--- src/rtl/nsqb_pkg.sv ---
// Shared constants, codes and control types for the named stack/queue bank.
package nsqb_pkg;

  localparam int MAX_LISTS  = 16;
  localparam int LIST_DEPTH = 64;
  localparam int VALUE_BITS = 32;

  localparam int SLOT_W    = (MAX_LISTS > 1) ? $clog2(MAX_LISTS) : 1;
  localparam int PTR_W     = $clog2(LIST_DEPTH);
  localparam int CNT_W     = $clog2(LIST_DEPTH + 1);
  localparam int SUM_W     = CNT_W + 1;
  localparam int MEM_DEPTH = MAX_LISTS * LIST_DEPTH;
  localparam int ADDR_W    = $clog2(MEM_DEPTH);

  localparam int CMD_W    = 2;
  localparam int KEY_W    = 32;
  localparam int DATA_W   = 32;
  localparam int STATUS_W = 3;

  localparam logic [CMD_W-1:0] CMD_CREATE = 2'd0;
  localparam logic [CMD_W-1:0] CMD_PUSH   = 2'd1;
  localparam logic [CMD_W-1:0] CMD_POP    = 2'd2;

  localparam logic KIND_STACK = 1'b0;
  localparam logic KIND_QUEUE = 1'b1;

  localparam logic [STATUS_W-1:0] ST_OK         = 3'd0;
  localparam logic [STATUS_W-1:0] ST_EXISTS     = 3'd1;
  localparam logic [STATUS_W-1:0] ST_UNKNOWN    = 3'd2;
  localparam logic [STATUS_W-1:0] ST_EMPTY      = 3'd3;
  localparam logic [STATUS_W-1:0] ST_TABLE_FULL = 3'd4;
  localparam logic [STATUS_W-1:0] ST_LIST_FULL  = 3'd5;

  // Step strobes from the controller to the datapath.
  typedef struct packed {
    logic capture;
    logic lookup;
    logic execute;
    logic finish;
  } ctl_t;

endpackage

--- src/rtl/nsqb_ctrl.sv ---
// Sequencer for the bank: capture, table lookup, execute, result hand-off.
module nsqb_ctrl (
  input  logic             clk,
  input  logic             rst_n,
  input  logic             in_valid,
  output logic             in_ready,
  output logic             out_valid,
  input  logic             out_ready,
  output nsqb_pkg::ctl_t   ctl
);

  localparam logic [1:0] S_IDLE = 2'd0;
  localparam logic [1:0] S_LOOK = 2'd1;
  localparam logic [1:0] S_EXEC = 2'd2;
  localparam logic [1:0] S_FIN  = 2'd3;

  logic [1:0] state_r, state_nxt;
  logic       out_valid_r, out_valid_nxt;
  logic       out_free;

  assign out_free = !out_valid_r || out_ready;
  assign in_ready = (state_r == S_IDLE);
  assign out_valid = out_valid_r;

  always_comb begin
    state_nxt   = state_r;
    ctl.capture = 1'b0;
    ctl.lookup  = 1'b0;
    ctl.execute = 1'b0;
    ctl.finish  = 1'b0;
    case (state_r)
      S_IDLE: begin
        if (in_valid) begin
          ctl.capture = 1'b1;
          state_nxt   = S_LOOK;
        end
      end
      S_LOOK: begin
        ctl.lookup = 1'b1;
        state_nxt  = S_EXEC;
      end
      S_EXEC: begin
        ctl.execute = 1'b1;
        state_nxt   = S_FIN;
      end
      S_FIN: begin
        // Wait here until the result register can take the new word.
        if (out_free) begin
          ctl.finish = 1'b1;
          state_nxt  = S_IDLE;
        end
      end
      default: state_nxt = S_IDLE;
    endcase
  end

  always_comb begin
    if (ctl.finish) begin
      out_valid_nxt = 1'b1;
    end else if (out_ready) begin
      out_valid_nxt = 1'b0;
    end else begin
      out_valid_nxt = out_valid_r;
    end
  end

  always_ff @(posedge clk) begin
    if (!rst_n) begin
      state_r     <= S_IDLE;
      out_valid_r <= 1'b0;
    end else begin
      state_r     <= state_nxt;
      out_valid_r <= out_valid_nxt;
    end
  end

endmodule

--- config.mk ---
export PLATFORM = sky130hd
export DESIGN_NAME = nsqb_ctrl
export DESIGN_NICKNAME = d
export VERILOG_FILES = /design/src/rtl/nsqb_pkg.sv /design/src/rtl/nsqb_ctrl.sv
export SDC_FILE = /design/constraint.sdc
export NUM_CORES = 1
export LEC_CHECK = 0
export ABC_AREA = 0
export BUFFER_PORTS_ARGS = -buffer_cell sky130_fd_sc_hd__buf_2
export CAP_MARGIN = 40
export CORE_AREA = 4 4 41 43
export DETAILED_ROUTE_END_ITERATION = 10
export DIE_AREA = 0 0 45 47
export PLACE_DENSITY = 0.4
export SLEW_MARGIN = 20
export SYNTH_ARGS = -nofsm -noshare
export SYNTH_HDL_FRONTEND = slang
export SYNTH_SLANG_ARGS = --single-unit
--- constraint.sdc ---
create_clock -name clk -period 1.6 [get_ports clk]
set_clock_uncertainty 0.2 [all_clocks]
set_input_delay 0.32 -clock clk [delete_from_list [all_inputs] [get_ports clk]]
set_output_delay 0.32 -clock clk [all_outputs]
set_load 0.005 [all_outputs]
==> run summary <==
Status - finished, final reports clean
Setup crit start kind - register
Crit-path cells - inv_2, ha_4, and2_1, buf_2
WL/cell - 8.765 um
Worst VDD drop - 537.0 uV
Iter 0 DRT Violations - 0
Max-cap violations - 0
Io pins - 10
Comb power frac - 53.9%
Async S/R FF share, synth - 0%
Slew HR - 92.43%
Cell area after synthesis - 209.0 um2
Fillers - 156
Syn Area/Cell - 9.498 um2
Final period utilization - 97.15%
Ys flop type - dfxtp_1
Initial Util - 16.06%
CTS tree - done
Netlist cell types - 13
Area contributors post-synth - dfxtp_1, ha_1, o21a_1
Die area - 2115 um2
Sw frac - 34.87%
H-tree depth - 1
Clock Latency Late Sink - 230 ps
Post-synth top area cell - dfxtp_1
CTS root buf - clkbuf_4
Final Util - 24.71%
Number of enable flip-flop cells after synthesis - 0
Layout cells sized above 1 - 58.33%
Data required, critical path - 1080 ps
Setup TNS - 0 ps
Syn nets - 30
Die Y - 47 um
Critical-path top delay cell - dfxtp_2
Clock sink count - 3
Pin count of the biggest net entering global routing - 5
Worst EP arrival - 1030 ps
PD cells - 1814 nW/um2
Vias - 180
Hold Path Class - in2reg
Flop pwr share - 24.1%
Sequential element share of the synthesized area - 28.74%
P&R area growth vs syn - 53.89%
Via/cell ratio - 3.529
Setup violators final - 0
Clock power share - 22.0%
F_max - 643.3 MHz
Vias in the first global route - 193
Pins Over Slew Limit - 0
GRT Total Usage - 5.209%
WS Path Type - reg2out
Die width - 45 um
Synth warnings - 0
FP Rows - 13
First-pass GRT wire length - 765 um
Nets - 45
Crit-path max cell delay - 350 ps
PortBufs - 9
Post-DRT Antenna Nets - 0
Remaining DRCs - 0
Multi-input gate area - 142.6 um2
Initial antenna violation count - 0
Most frequent cells after synthesis - ha_1, dfxtp_1, inv_1, nand2_1, o21a_1
Synth top area share - 28.74%
CTS clk-pin slew, worst paths - 40 ps
Max FO, Critical Path - 4
Total CTS buffers - 3
Number of synthesized register bits - 3
Placer Congestion - 0.6550
Int Pwr - 0.3800 mW
Minimum clock period - 1554 ps
Clock Tree Buf Depth - 2
Final Hold Fails - 0
Synthesized netlist cell count - 22
Switching power - 0.2034 mW
Core area - 1301 um2
Total grt overflow - 0
Antenna diodes - 0
Post-Route WL - 447 um
FF/Latch Area - 62.56 um2
Leakage - 0.1708 nW
Count leader, synth - ha_1
Worst slew pin tran - 110.4 ps
Drt first pass iters - 1
RSZ-0062 raised after global routing - no
CP Capture Type - output pin
-- flip-flops by register name, indices dropped and copies added (netlist names) --
| signal | count |
|---|---|
| out_valid | 1 |
| state_r | 2 |
-- layout make-up --
class,count,share of cell area (%)
inverter,3,3.502
clock buffer,4,8.171
timing repair buffer,11,18.68
tap,15,5.837
multi-input combinational,15,44.36
sequential,3,19.46
-- cell families after synthesis --
family | synth area share (%)
compound gates | 15.57
fa+ha+maj | 23.95
buf+inv | 8.983
flops | 28.74
mux | 4.791
simple gates | 17.97
-- path summary, 6_finish.rpt --
path / startpoint / end / slack (ps) / cells after the start
worst min-delay path: rst_n / out_valid / 150 / 2
worst max-delay path: state_r[1] / ctl[3] / 50 / 4
worst max register to register: state_r[1] / state_r[0] / 210 / 5
worst min register to register: state_r[1] / state_r[1] / 290 / 2
-- what timing repair did --
action | CTS | global route
endpoints found under the hold margin | 0 | 0
hold buffers | 0 | 0
resized for setup | 4 | 2
endpoints found under the setup margin | 2 | 1
pin swaps | 0 | 1
setup buffers | 1 | 1
-- routing by layer --
layer	up-vias	global-route usage [%]	part of all wire (%)
met1	79	4.762	36
met5	-	0	0
li1	100	-	-
met4	0	5.263	0
met3	0	1.149	2.0
met2	1	9.322	62
-- metrics by stage --
| step | power, mW | hold WS [ps] | setup WS (ps) | instance area (um2) | std cells |
|---|---|---|---|---|---|
| after floorplan | 0.2871 | 237.5 | 249.2 | 209.0 | 22 |
| after global placement | 0.3652 | 294.7 | 167.9 | 265.3 | 45 |
| after detailed placement | 0.3713 | 296.3 | 125.1 | 265.3 | 45 |
| after CTS | 0.5654 | 152.3 | 0.8615 | 314.1 | 50 |
| after global routing | 0.6360 | 179.5 | 5.710 | 321.6 | 51 |
| final | 0.5834 | 152.6 | 45.53 | 321.6 | 51 |
-- critical path: cells and delay by family, from the launching register on --
kind | cells | cell delay (ps)
adders and majority gates | 1 | 160
and+or+nand+nor | 1 | 120
DFF | 1 | 350
buffers and inverters | 2 | 180
-- cell usage in the layout (no fill, tap or decap), types with 2 or more instances in the layout --
cell      n
o21a_1    2
dfxtp_2   2
ha_1      3
buf_2     9
clkbuf_4  3
buf_4     2
inv_2     2
nand2_1   2
-- power groups by stage --
stage,combinational [mW],sequential [mW],clock [mW]
global route,0.354,0.143,0.140
floorplan,0.158,0.129,0
detailed placement,0.236,0.135,0
CTS,0.293,0.135,0.137
global placement,0.234,0.132,0
finish,0.314,0.141,0.129
No activity file was read; power rests on OpenSTA's default activity.
